$ cat src/rtl/mppt_perturb_observe_top_assert.svh
// ----------------------------------------------------------------------------
// mppt perturb-and-observe assertion macros
// property wrappers for the tracker top, empty when SYNTH is defined
// ----------------------------------------------------------------------------
`ifndef MPPT_PERTURB_OBSERVE_TOP_ASSERT_SVH
`define MPPT_PERTURB_OBSERVE_TOP_ASSERT_SVH

`ifndef SYNTH
`define MPPT_ASSERT_IMPLY(name, clk, rst_n, ante, cons) \
	name: assert property (@(posedge clk) disable iff (!rst_n) (ante) |-> (cons)) \
	else $error("same-cycle implication failed");
`define MPPT_ASSERT_NEXT(name, clk, rst_n, ante, cons) \
	name: assert property (@(posedge clk) disable iff (!rst_n) (ante) |=> (cons)) \
	else $error("next-cycle implication failed");
`else
`define MPPT_ASSERT_IMPLY(name, clk, rst_n, ante, cons)
`define MPPT_ASSERT_NEXT(name, clk, rst_n, ante, cons)
`endif

`endif

$ cat src/rtl/mppt_po_pkg.sv
// ----------------------------------------------------------------------------
// mppt_po_pkg
// constants, control word format and microcode program of the tracker
// ----------------------------------------------------------------------------
package mppt_po_pkg;

	localparam int SAMPLES      = 16;
	localparam int SAMPLE_SHIFT = $clog2(SAMPLES);
	localparam int CNT_W        = SAMPLE_SHIFT;
	localparam int VSUM_W       = 16 + SAMPLE_SHIFT;
	localparam int PSUM_W       = 32 + SAMPLE_SHIFT;

	localparam logic [11:0] WIDTH_MAX  = 12'd2800;
	localparam logic [13:0] STEP_LIMIT = 14'd100;
	localparam logic [6:0]  LOG10_NUM  = 7'd77;
	localparam logic [14:0] LOG_BIAS   = 15'd2048;
	localparam logic [29:0] ROUND_HALF = 30'd32768;

	localparam int CFG_IDX_W  = 3;
	localparam int CFG_DATA_W = 12;

	localparam logic [CFG_IDX_W-1:0] REG_TRACK_ENABLE    = 3'd0;
	localparam logic [CFG_IDX_W-1:0] REG_FIXED_STEP_MODE = 3'd1;
	localparam logic [CFG_IDX_W-1:0] REG_FIXED_STEP      = 3'd2;
	localparam logic [CFG_IDX_W-1:0] REG_STEP_SCALE      = 3'd3;
	localparam logic [CFG_IDX_W-1:0] REG_START_WIDTH     = 3'd4;

	typedef struct packed {
		logic        track_enable;
		logic        fixed_step_mode;
		logic [7:0]  fixed_step;
		logic [7:0]  step_scale;
		logic [11:0] start_width;
	} cfg_t;

	typedef enum logic [3:0] {
		OP_NONE,
		OP_LOAD,
		OP_MUL,
		OP_ACC,
		OP_AVG,
		OP_DIFF,
		OP_PICK,
		OP_NORM,
		OP_SWAP,
		OP_LOGDIFF,
		OP_SCALE,
		OP_MUL77,
		OP_RANGE,
		OP_APPLY
	} op_t;

	typedef enum logic [2:0] {
		C_NEXT,
		C_ALWAYS,
		C_NO_INPUT,
		C_NOT_WINDOW,
		C_NO_TRACK,
		C_SHORTCUT,
		C_OUT_BUSY
	} cond_t;

	localparam int PC_W = 5;

	typedef struct packed {
		op_t             op;
		cond_t           cond;
		logic [PC_W-1:0] target;
		logic [4:0]      shift;
	} ctrl_word_t;

	typedef struct packed {
		logic win_close;
		logic shortcut;
	} dp_status_t;

	localparam logic [PC_W-1:0] S_IDLE    = 5'd0;
	localparam logic [PC_W-1:0] S_MUL     = 5'd1;
	localparam logic [PC_W-1:0] S_ACC     = 5'd2;
	localparam logic [PC_W-1:0] S_AVG     = 5'd3;
	localparam logic [PC_W-1:0] S_DIFF    = 5'd4;
	localparam logic [PC_W-1:0] S_PICK    = 5'd5;
	localparam logic [PC_W-1:0] S_NORM_P  = 5'd6;
	localparam logic [PC_W-1:0] S_SWAP    = 5'd11;
	localparam logic [PC_W-1:0] S_NORM_V  = 5'd12;
	localparam logic [PC_W-1:0] S_LOGDIFF = 5'd17;
	localparam logic [PC_W-1:0] S_SCALE   = 5'd18;
	localparam logic [PC_W-1:0] S_MUL77   = 5'd19;
	localparam logic [PC_W-1:0] S_RANGE   = 5'd20;
	localparam logic [PC_W-1:0] S_APPLY   = 5'd21;
	localparam logic [PC_W-1:0] S_OUT     = 5'd22;
	localparam logic [PC_W-1:0] S_WRAP    = 5'd23;

	// jump to target when the condition holds, else fall through
	function automatic ctrl_word_t ucode_rom(input logic [PC_W-1:0] addr);
		ctrl_word_t w;
		w = '{OP_NONE, C_ALWAYS, S_IDLE, 5'd0};
		case (addr)
			S_IDLE:           w = '{OP_LOAD,    C_NO_INPUT,   S_IDLE,  5'd0};
			S_MUL:            w = '{OP_MUL,     C_NEXT,       S_IDLE,  5'd0};
			S_ACC:            w = '{OP_ACC,     C_NOT_WINDOW, S_OUT,   5'd0};
			S_AVG:            w = '{OP_AVG,     C_NO_TRACK,   S_OUT,   5'd0};
			S_DIFF:           w = '{OP_DIFF,    C_NEXT,       S_IDLE,  5'd0};
			S_PICK:           w = '{OP_PICK,    C_SHORTCUT,   S_APPLY, 5'd0};
			S_NORM_P:         w = '{OP_NORM,    C_NEXT,       S_IDLE,  5'd16};
			S_NORM_P + 5'd1:  w = '{OP_NORM,    C_NEXT,       S_IDLE,  5'd8};
			S_NORM_P + 5'd2:  w = '{OP_NORM,    C_NEXT,       S_IDLE,  5'd4};
			S_NORM_P + 5'd3:  w = '{OP_NORM,    C_NEXT,       S_IDLE,  5'd2};
			S_NORM_P + 5'd4:  w = '{OP_NORM,    C_NEXT,       S_IDLE,  5'd1};
			S_SWAP:           w = '{OP_SWAP,    C_NEXT,       S_IDLE,  5'd0};
			S_NORM_V:         w = '{OP_NORM,    C_NEXT,       S_IDLE,  5'd16};
			S_NORM_V + 5'd1:  w = '{OP_NORM,    C_NEXT,       S_IDLE,  5'd8};
			S_NORM_V + 5'd2:  w = '{OP_NORM,    C_NEXT,       S_IDLE,  5'd4};
			S_NORM_V + 5'd3:  w = '{OP_NORM,    C_NEXT,       S_IDLE,  5'd2};
			S_NORM_V + 5'd4:  w = '{OP_NORM,    C_NEXT,       S_IDLE,  5'd1};
			S_LOGDIFF:        w = '{OP_LOGDIFF, C_NEXT,       S_IDLE,  5'd0};
			S_SCALE:          w = '{OP_SCALE,   C_NEXT,       S_IDLE,  5'd0};
			S_MUL77:          w = '{OP_MUL77,   C_NEXT,       S_IDLE,  5'd0};
			S_RANGE:          w = '{OP_RANGE,   C_NEXT,       S_IDLE,  5'd0};
			S_APPLY:          w = '{OP_APPLY,   C_NEXT,       S_IDLE,  5'd0};
			S_OUT:            w = '{OP_NONE,    C_OUT_BUSY,   S_OUT,   5'd0};
			S_WRAP:           w = '{OP_NONE,    C_ALWAYS,     S_IDLE,  5'd0};
			default:          w = '{OP_NONE,    C_ALWAYS,     S_IDLE,  5'd0};
		endcase
		return w;
	endfunction

endpackage

$ cat src/rtl/mppt_po_channels.sv
// ----------------------------------------------------------------------------
// mppt_po channels
// valid/ready channels for sample beats and pulse width beats
// ----------------------------------------------------------------------------
interface mppt_po_in_if;
	logic        valid;
	logic        ready;
	logic [15:0] in_voltage;
	logic [15:0] in_current;

	modport source (output valid, output in_voltage, output in_current, input ready);
	modport sink   (input valid, input in_voltage, input in_current, output ready);
endinterface

interface mppt_po_out_if;
	logic        valid;
	logic        ready;
	logic [11:0] pulse_width;
	logic        window_done;

	modport source (output valid, output pulse_width, output window_done, input ready);
	modport sink   (input valid, input pulse_width, input window_done, output ready);
endinterface

$ cat src/rtl/mppt_perturb_observe_top.sv
// ----------------------------------------------------------------------------
// mppt_perturb_observe_top: microcoded perturb-and-observe pwm tracker
// one sample in flight: a sample is taken only in the idle state, and the next one
//   waits until the result register has loaded this one's beat, which stalls while
//   the receiver has not taken the previous beat; a window close adds averaging, the
//   width update when tracking is on, and the log step search unless the step is fixed
// reset: arst_n clears sums, count, previous averages, width and sequencer, loads register defaults
// ----------------------------------------------------------------------------
module mppt_perturb_observe_top (
	input  logic                                  clk,
	input  logic                                  arst_n,
	mppt_po_in_if.sink                            in_ch,
	mppt_po_out_if.source                         out_ch,
	input  logic                                  cfg_we,
	input  logic [mppt_po_pkg::CFG_IDX_W-1:0]     cfg_index,
	input  logic [mppt_po_pkg::CFG_DATA_W-1:0]    cfg_wdata
);
	import mppt_po_pkg::*;
	`include "mppt_perturb_observe_top_assert.svh"

	cfg_t            cfg_q;
	logic [PC_W-1:0] pc_q;
	ctrl_word_t      cw;
	logic            jump;
	logic            in_fire;
	dp_status_t      status;
	logic [11:0]     dp_width;
	logic            dp_done;
	logic            out_valid_q;
	logic [11:0]     out_width_q;
	logic            out_done_q;
	logic            out_load;

	assign cw          = ucode_rom(pc_q);
	assign in_ch.ready = (pc_q == S_IDLE);
	assign in_fire     = in_ch.valid && in_ch.ready;

	always_comb begin
		case (cw.cond)
			C_NEXT:       jump = 1'b0;
			C_ALWAYS:     jump = 1'b1;
			C_NO_INPUT:   jump = !in_ch.valid;
			C_NOT_WINDOW: jump = !status.win_close;
			C_NO_TRACK:   jump = !cfg_q.track_enable;
			C_SHORTCUT:   jump = status.shortcut;
			C_OUT_BUSY:   jump = out_valid_q && !out_ch.ready;
			default:      jump = 1'b0;
		endcase
	end

	always_ff @(posedge clk or negedge arst_n) begin
		if (!arst_n) begin
			pc_q <= S_IDLE;
		end else begin
			pc_q <= jump ? cw.target : pc_q + 1'b1;
		end
	end

	always_ff @(posedge clk or negedge arst_n) begin
		if (!arst_n) begin
			cfg_q.track_enable    <= 1'b1;
			cfg_q.fixed_step_mode <= 1'b1;
			cfg_q.fixed_step      <= 8'd10;
			cfg_q.step_scale      <= 8'd10;
			cfg_q.start_width     <= 12'd1500;
		end else if (cfg_we) begin
			case (cfg_index)
				REG_TRACK_ENABLE:    cfg_q.track_enable    <= cfg_wdata[0];
				REG_FIXED_STEP_MODE: cfg_q.fixed_step_mode <= cfg_wdata[0];
				REG_FIXED_STEP:      cfg_q.fixed_step      <= cfg_wdata[7:0];
				REG_STEP_SCALE:      cfg_q.step_scale      <= cfg_wdata[7:0];
				REG_START_WIDTH:     cfg_q.start_width     <= cfg_wdata[11:0];
				default: begin
				end
			endcase
		end
	end

	mppt_po_datapath u_dp (
		.clk         (clk),
		.arst_n      (arst_n),
		.cw          (cw),
		.in_fire     (in_fire),
		.in_voltage  (in_ch.in_voltage),
		.in_current  (in_ch.in_current),
		.cfg         (cfg_q),
		.status      (status),
		.pulse_width (dp_width),
		.window_done (dp_done)
	);

	// result register, free once the previous beat is taken
	assign out_load = (pc_q == S_OUT) && (!out_valid_q || out_ch.ready);

	always_ff @(posedge clk or negedge arst_n) begin
		if (!arst_n) begin
			out_valid_q <= 1'b0;
		end else if (out_load) begin
			out_valid_q <= 1'b1;
		end else if (out_ch.ready) begin
			out_valid_q <= 1'b0;
		end
	end

	always_ff @(posedge clk) begin
		if (out_load) begin
			out_width_q <= dp_width;
			out_done_q  <= dp_done;
		end
	end

	assign out_ch.valid       = out_valid_q;
	assign out_ch.pulse_width = out_width_q;
	assign out_ch.window_done = out_done_q;

	`MPPT_ASSERT_NEXT(a_one_item_in_flight, clk, arst_n, in_ch.valid && in_ch.ready, !in_ch.ready)
	`MPPT_ASSERT_IMPLY(a_width_bound, clk, arst_n, out_ch.valid, out_ch.pulse_width <= WIDTH_MAX)
	`MPPT_ASSERT_IMPLY(a_pc_in_program, clk, arst_n, 1'b1, pc_q <= S_WRAP)

endmodule

$ cat src/rtl/mppt_po_datapath.sv
// ----------------------------------------------------------------------------
// mppt_po_datapath
// accumulators, averaging, mitchell log normalizer and width update, driven
// one control word per cycle by the sequencer
// ----------------------------------------------------------------------------
module mppt_po_datapath (
	input  logic                     clk,
	input  logic                     arst_n,
	input  mppt_po_pkg::ctrl_word_t  cw,
	input  logic                     in_fire,
	input  logic [15:0]              in_voltage,
	input  logic [15:0]              in_current,
	input  mppt_po_pkg::cfg_t        cfg,
	output mppt_po_pkg::dp_status_t  status,
	output logic [11:0]              pulse_width,
	output logic                     window_done
);
	import mppt_po_pkg::*;

	// control state
	logic [CNT_W-1:0]  count_q;
	logic [VSUM_W-1:0] vsum_q;
	logic [PSUM_W-1:0] psum_q;
	logic [15:0]       last_v_q;
	logic [31:0]       last_p_q;
	logic [11:0]       width_q;
	logic              started_q;
	logic              done_q;

	// working registers
	logic [15:0] volt_q;
	logic [15:0] curr_q;
	logic [31:0] prod_q;
	logic [15:0] avgv_q;
	logic [31:0] avgp_q;
	logic [32:0] dp_q;
	logic [16:0] dv_q;
	logic [31:0] norm_q;
	logic [4:0]  exp_q;
	logic [12:0] mlp_q;
	logic [13:0] lval_q;
	logic [28:0] mul_q;
	logic [7:0]  step_q;

	logic [32:0] dp_mag;
	logic [16:0] dv_mag;
	logic [12:0] ml_cur;
	logic [5:0]  nsh_rev;
	logic        top_zero;
	logic [14:0] ldiff;
	logic [14:0] lmag;
	logic [21:0] scl_prod;
	logic [35:0] m77;
	logic [29:0] rsum;
	logic [13:0] rstep;
	logic        up;
	logic [13:0] wsum;
	logic [11:0] wclamp;
	logic [11:0] start_clamp;

	assign dp_mag   = dp_q[32] ? (33'd0 - dp_q) : dp_q;
	assign dv_mag   = dv_q[16] ? (17'd0 - dv_q) : dv_q;
	assign ml_cur   = {exp_q, norm_q[30:23]};
	assign nsh_rev  = 6'd32 - {1'b0, cw.shift};
	assign top_zero = (norm_q >> nsh_rev) == 32'd0;
	assign ldiff    = {2'b00, mlp_q} - {2'b00, ml_cur} - LOG_BIAS;
	assign lmag     = ldiff[14] ? (15'd0 - ldiff) : ldiff;
	assign scl_prod = cfg.step_scale * lval_q;
	assign m77      = mul_q * LOG10_NUM;
	assign rsum     = {1'b0, mul_q} + ROUND_HALF;
	assign rstep    = rsum[29:16];

	// width rises when power and voltage moved in opposite directions
	assign up   = dp_q[32] ^ dv_q[16];
	assign wsum = up ? ({2'b00, width_q} + {6'b0, step_q})
	                 : ({2'b00, width_q} - {6'b0, step_q});

	always_comb begin
		if (wsum[13]) begin
			wclamp = 12'd0;
		end else if (wsum[12:0] > {1'b0, WIDTH_MAX}) begin
			wclamp = WIDTH_MAX;
		end else begin
			wclamp = wsum[11:0];
		end
	end

	assign start_clamp = (cfg.start_width > WIDTH_MAX) ? WIDTH_MAX : cfg.start_width;

	assign status.win_close = count_q == CNT_W'(SAMPLES - 1);
	assign status.shortcut  = cfg.fixed_step_mode || (dp_q == 33'd0) || (dv_q == 17'd0);
	assign pulse_width      = width_q;
	assign window_done      = done_q;

	always_ff @(posedge clk or negedge arst_n) begin
		if (!arst_n) begin
			count_q   <= '0;
			vsum_q    <= '0;
			psum_q    <= '0;
			last_v_q  <= '0;
			last_p_q  <= '0;
			width_q   <= '0;
			started_q <= 1'b0;
			done_q    <= 1'b0;
		end else begin
			case (cw.op)
				OP_LOAD: begin
					if (in_fire) begin
						done_q <= 1'b0;
						if (!started_q) begin
							width_q   <= start_clamp;
							started_q <= 1'b1;
						end
					end
				end
				OP_ACC: begin
					vsum_q  <= vsum_q + VSUM_W'(volt_q);
					psum_q  <= psum_q + PSUM_W'(prod_q);
					count_q <= count_q + 1'b1;
				end
				OP_AVG: begin
					vsum_q  <= '0;
					psum_q  <= '0;
					count_q <= '0;
					done_q  <= 1'b1;
				end
				OP_APPLY: begin
					width_q  <= wclamp;
					last_p_q <= avgp_q;
					last_v_q <= avgv_q;
				end
				default: begin
				end
			endcase
		end
	end

	always_ff @(posedge clk) begin
		case (cw.op)
			OP_LOAD: begin
				volt_q <= in_voltage;
				curr_q <= in_current;
			end
			OP_MUL: prod_q <= volt_q * curr_q;
			OP_AVG: begin
				avgv_q <= vsum_q[VSUM_W-1:SAMPLE_SHIFT];
				avgp_q <= psum_q[PSUM_W-1:SAMPLE_SHIFT];
			end
			OP_DIFF: begin
				dp_q <= {1'b0, avgp_q} - {1'b0, last_p_q};
				dv_q <= {1'b0, avgv_q} - {1'b0, last_v_q};
			end
			OP_PICK: begin
				step_q <= cfg.fixed_step_mode ? cfg.fixed_step : cfg.step_scale;
				norm_q <= dp_mag[31:0];
				exp_q  <= 5'd31;
			end
			OP_NORM: begin
				// one stage of the leading-one search
				if (top_zero) begin
					norm_q <= norm_q << cw.shift;
					exp_q  <= exp_q - cw.shift;
				end
			end
			OP_SWAP: begin
				mlp_q  <= ml_cur;
				norm_q <= {16'd0, dv_mag[15:0]};
				exp_q  <= 5'd31;
			end
			OP_LOGDIFF: lval_q <= lmag[13:0];
			OP_SCALE:   mul_q  <= {7'd0, scl_prod};
			OP_MUL77:   mul_q  <= m77[28:0];
			OP_RANGE: begin
				if (rstep == 14'd0 || rstep > STEP_LIMIT) begin
					step_q <= cfg.step_scale;
				end else begin
					step_q <= rstep[7:0];
				end
			end
			default: begin
			end
		endcase
	end

endmodule
$ cat src/flat_wrapper.sv
// flat-port wrapper written by rule: the top's interface ports become plain ports
module mppt_perturb_observe_top_flat import mppt_po_pkg::*;
  (clk, arst_n, cfg_we, cfg_index, cfg_wdata, in_ch_valid, in_ch_in_voltage, in_ch_in_current, in_ch_ready, out_ch_valid, out_ch_pulse_width, out_ch_window_done, out_ch_ready);
  mppt_po_in_if in_ch_i ();
  mppt_po_out_if out_ch_i ();
  input  logic clk;
  input  logic arst_n;
  input  logic cfg_we;
  input  logic [mppt_po_pkg::CFG_IDX_W-1:0] cfg_index;
  input  logic [mppt_po_pkg::CFG_DATA_W-1:0] cfg_wdata;
  input wire logic [$bits(in_ch_i.valid)-1:0] in_ch_valid;
  input wire logic [$bits(in_ch_i.in_voltage)-1:0] in_ch_in_voltage;
  input wire logic [$bits(in_ch_i.in_current)-1:0] in_ch_in_current;
  output wire logic [$bits(in_ch_i.ready)-1:0] in_ch_ready;
  output wire logic [$bits(out_ch_i.valid)-1:0] out_ch_valid;
  output wire logic [$bits(out_ch_i.pulse_width)-1:0] out_ch_pulse_width;
  output wire logic [$bits(out_ch_i.window_done)-1:0] out_ch_window_done;
  input wire logic [$bits(out_ch_i.ready)-1:0] out_ch_ready;
  assign in_ch_i.valid = in_ch_valid;
  assign in_ch_i.in_voltage = in_ch_in_voltage;
  assign in_ch_i.in_current = in_ch_in_current;
  assign in_ch_ready = in_ch_i.ready;
  assign out_ch_valid = out_ch_i.valid;
  assign out_ch_pulse_width = out_ch_i.pulse_width;
  assign out_ch_window_done = out_ch_i.window_done;
  assign out_ch_i.ready = out_ch_ready;
  mppt_perturb_observe_top u_core (.clk(clk), .arst_n(arst_n), .in_ch(in_ch_i), .out_ch(out_ch_i), .cfg_we(cfg_we), .cfg_index(cfg_index), .cfg_wdata(cfg_wdata));
endmodule
$ cat config.mk
export PLATFORM = sky130hd
export DESIGN_NAME = mppt_perturb_observe_top_flat
export DESIGN_NICKNAME = d
export VERILOG_FILES = /design/src/rtl/mppt_po_pkg.sv /design/src/rtl/mppt_po_channels.sv /design/src/rtl/mppt_perturb_observe_top.sv /design/src/rtl/mppt_po_datapath.sv /design/src/flat_wrapper.sv
export VERILOG_INCLUDE_DIRS = /design/src /design/src/rtl
export SDC_FILE = /design/constraint.sdc
export NUM_CORES = 2
export LEC_CHECK = 0
export BUFFER_PORTS_ARGS = -buffer_cell sky130_fd_sc_hd__buf_2
export CAP_MARGIN = 20
export CORE_MARGIN = 1.5
export CORE_UTILIZATION = 35
export DETAILED_ROUTE_END_ITERATION = 10
export PLACE_DENSITY = 0.45
export SLEW_MARGIN = 20
export SYNTH_ARGS = -nofsm -noshare
export SYNTH_HDL_FRONTEND = slang
export SYNTH_HIERARCHICAL = 1
export SYNTH_SLANG_ARGS = --single-unit
$ cat constraint.sdc
create_clock -name clk -period 7.4 [get_ports clk]
set_clock_uncertainty 0.1 [all_clocks]
set_input_delay 1.11 -clock clk [delete_from_list [all_inputs] [get_ports clk]]
set_output_delay 1.11 -clock clk [all_outputs]
set_load 0.005 [all_outputs]
==> metrics <==
Post-Route WL=106,000 microns; antenna violations before repair=0; Post-route DRC=0; Max-Cap Viols=0; crit path max fanout=17; Num CTS Buffers=56; Synth Cell Area=0.0402 sq mm; GP Congestion=0.837; GRT overflow=0; H-Tree Depth=2; die area=0.117 sq mm; Post-DRT Antenna Nets=0; largest net degree at the start of global routing=75; width of the chip=around 340 microns; Worst R2R Start=u_core/u_dp/volt_q[4]; via count=around 29,000; fin crit share=a little over 90%; status=finished, final reports clean; CP Launch Point=u_core/u_dp/volt_q[4]; fin crit period=6.86 ns; Finished Layout Cells=between 5,000 and 6,000; vias in the first global route=30,000; GRT Overall Usage=18.4%; post-layout util=38.8%; Setup CP Type=reg2reg; 1st-pass router iterations=5; R2R setup slack=0.54 ns; crit path DAT=~7.2 ns; R2R depth=21; synthesized area per cell=9.62 sq um; placed cell count=5,678; ANT cells=0; hold_ws=0.343 ns; Clk pin slew, worst setup/hold paths=0.06 ns; clock buffer depth=3; CTS Sinks=434; share of post-route cells with drive strength above 1=under 10%; first-pass GRT wire length=170,000 microns; Synth warnings=6; worst endpoint required time=approximately 7.7 ns; vias per inst=~5.0; CP endpoint kind=register; setup TNS=0 ns; FMAX=about 150 MHz; average wire per standard cell=18.3 microns; Post-CTS Setup Bufs=0; Worst Max-Slew Pin Slew=0.993 ns; I/O Pins=67; Buffers on Ports=66; PostCTS Resize Cnt=0; min-delay worst type=reg2reg; FP Rows=124; CTS tree=done; Detailed Place HPWL=82,700 microns; worst skew pair latency=0.67 ns; Clk Tree Root Cell=clkbuf_16; Critical Path End=u_core/u_dp/prod_q[24]; fin. max-slew vios=0; final hold vios=0; Starting Density=35.2%; post-synthesis instance total=4,178; final setup fails=0; core outline area=0.114 sq mm; Area Overhead vs Synth=10.0%; Die Y=342 microns; crit start category=register; cts-stage hold buffer count=0; Rel. slew slack=33.5%; Nets=just under 5,000; R2R Path End=u_core/u_dp/prod_q[24]; Iter 0 DRT Violations=1,497; syn nets=slightly below 5,000; unrepaired setup endpoints after global routing=false
-- layout make-up --
cell class                 count  area [sq um]
fill                       11400         69800
multi-input combinational   3056         25400
sequential                   434         12300
inverter                     562          2110
tap                         1512          1890
clock buffer                  74          1560
timing repair buffer         114           697
clock inverter                31           295
-- registers in the layout (all words and copies together) (netlist names), 17 cells and up --
register and cells:
u_core/u_dp/vsum_q 20, u_core/u_dp/last_p_q 32, u_core/u_dp/avgp_q 32, u_core/u_dp/dv_q 17, u_core/cfg_q 30, u_core/u_dp/dp_q 33
u_core/u_dp/mul_q 29, u_core/u_dp/norm_q 32, u_core/u_dp/prod_q 32, u_core/u_dp/psum_q 36
-- worst max-delay path: stages (launching register included) --
cell and delay (ns):
edfxtp_1 0.70, and2_1 0.29, fa_1 0.54, inv_1 0.05
fa_1 0.50, fa_1 0.45, fa_1 0.55, inv_1 0.05
fa_1 0.49, inv_1 0.06, fa_1 0.54, inv_1 0.04
ha_1 0.35, and4_1 0.22, a221o_1 0.38, o21ai_0 0.16
a21oi_1 0.13, a21boi_0 0.40, a21oi_1 0.17, a21o_1 0.20
a21oi_1 0.16, xnor2_1 0.08
-- metal layers --
metal	global-route usage (%)	up-vias	share of wire, %
met5	0	-	0
met4	3.68	0	1.6
met3	2.09	111	3.0
met2	32.5	335	50
met1	24.3	14300	45
li1	-	14300	-
-- metrics by stage --
step	worst slack, ns	cell area (sq um)
6_report	0.540	44200
5_1_grt	0.122	44200
4_1_cts	0.555	44200
3_5_place_dp	0.526	42400
3_3_place_gp	0.561	42400
2_1_floorplan	0.937	40200
-- worst min-delay path by stage --
| stage | from | to | slack, ns | depth (start not counted) |
|---|---|---|---|---|
| finish | u_core/u_dp/vsum_q[15] | u_core/u_dp/avgv_q[11] | 0.34 | 0 |
| global route | u_core/u_dp/vsum_q[15] | u_core/u_dp/avgv_q[11] | 0.35 | 0 |
| CTS | u_core/u_dp/vsum_q[15] | u_core/u_dp/avgv_q[11] | 0.33 | 0 |
| detailed placement | u_core/u_dp/exp_q[0] | u_core/u_dp/mlp_q[8] | 0.33 | 0 |
| global placement | u_core/u_dp/exp_q[0] | u_core/u_dp/mlp_q[8] | 0.33 | 0 |
| floorplan | u_core/u_dp/pulse_width[10] | u_core/out_ch.pulse_width[10] | 0.32 | 0 |
-- cells in the final DEF, fill, tap and decap left out, types with 140 or more instances in the layout --
master / n
edfxtp_1: 276
xnor2_1: 140
o21ai_0: 235
ha_1: 371
fa_1: 319
dfrtp_1: 145
nor2_1: 218
a21oi_1: 191
nand2_1: 496
inv_1: 557
and2_1: 196
Power is not shown: default switching activity piles up to over one toggle a cycle in this logic, so the estimate is an artifact.
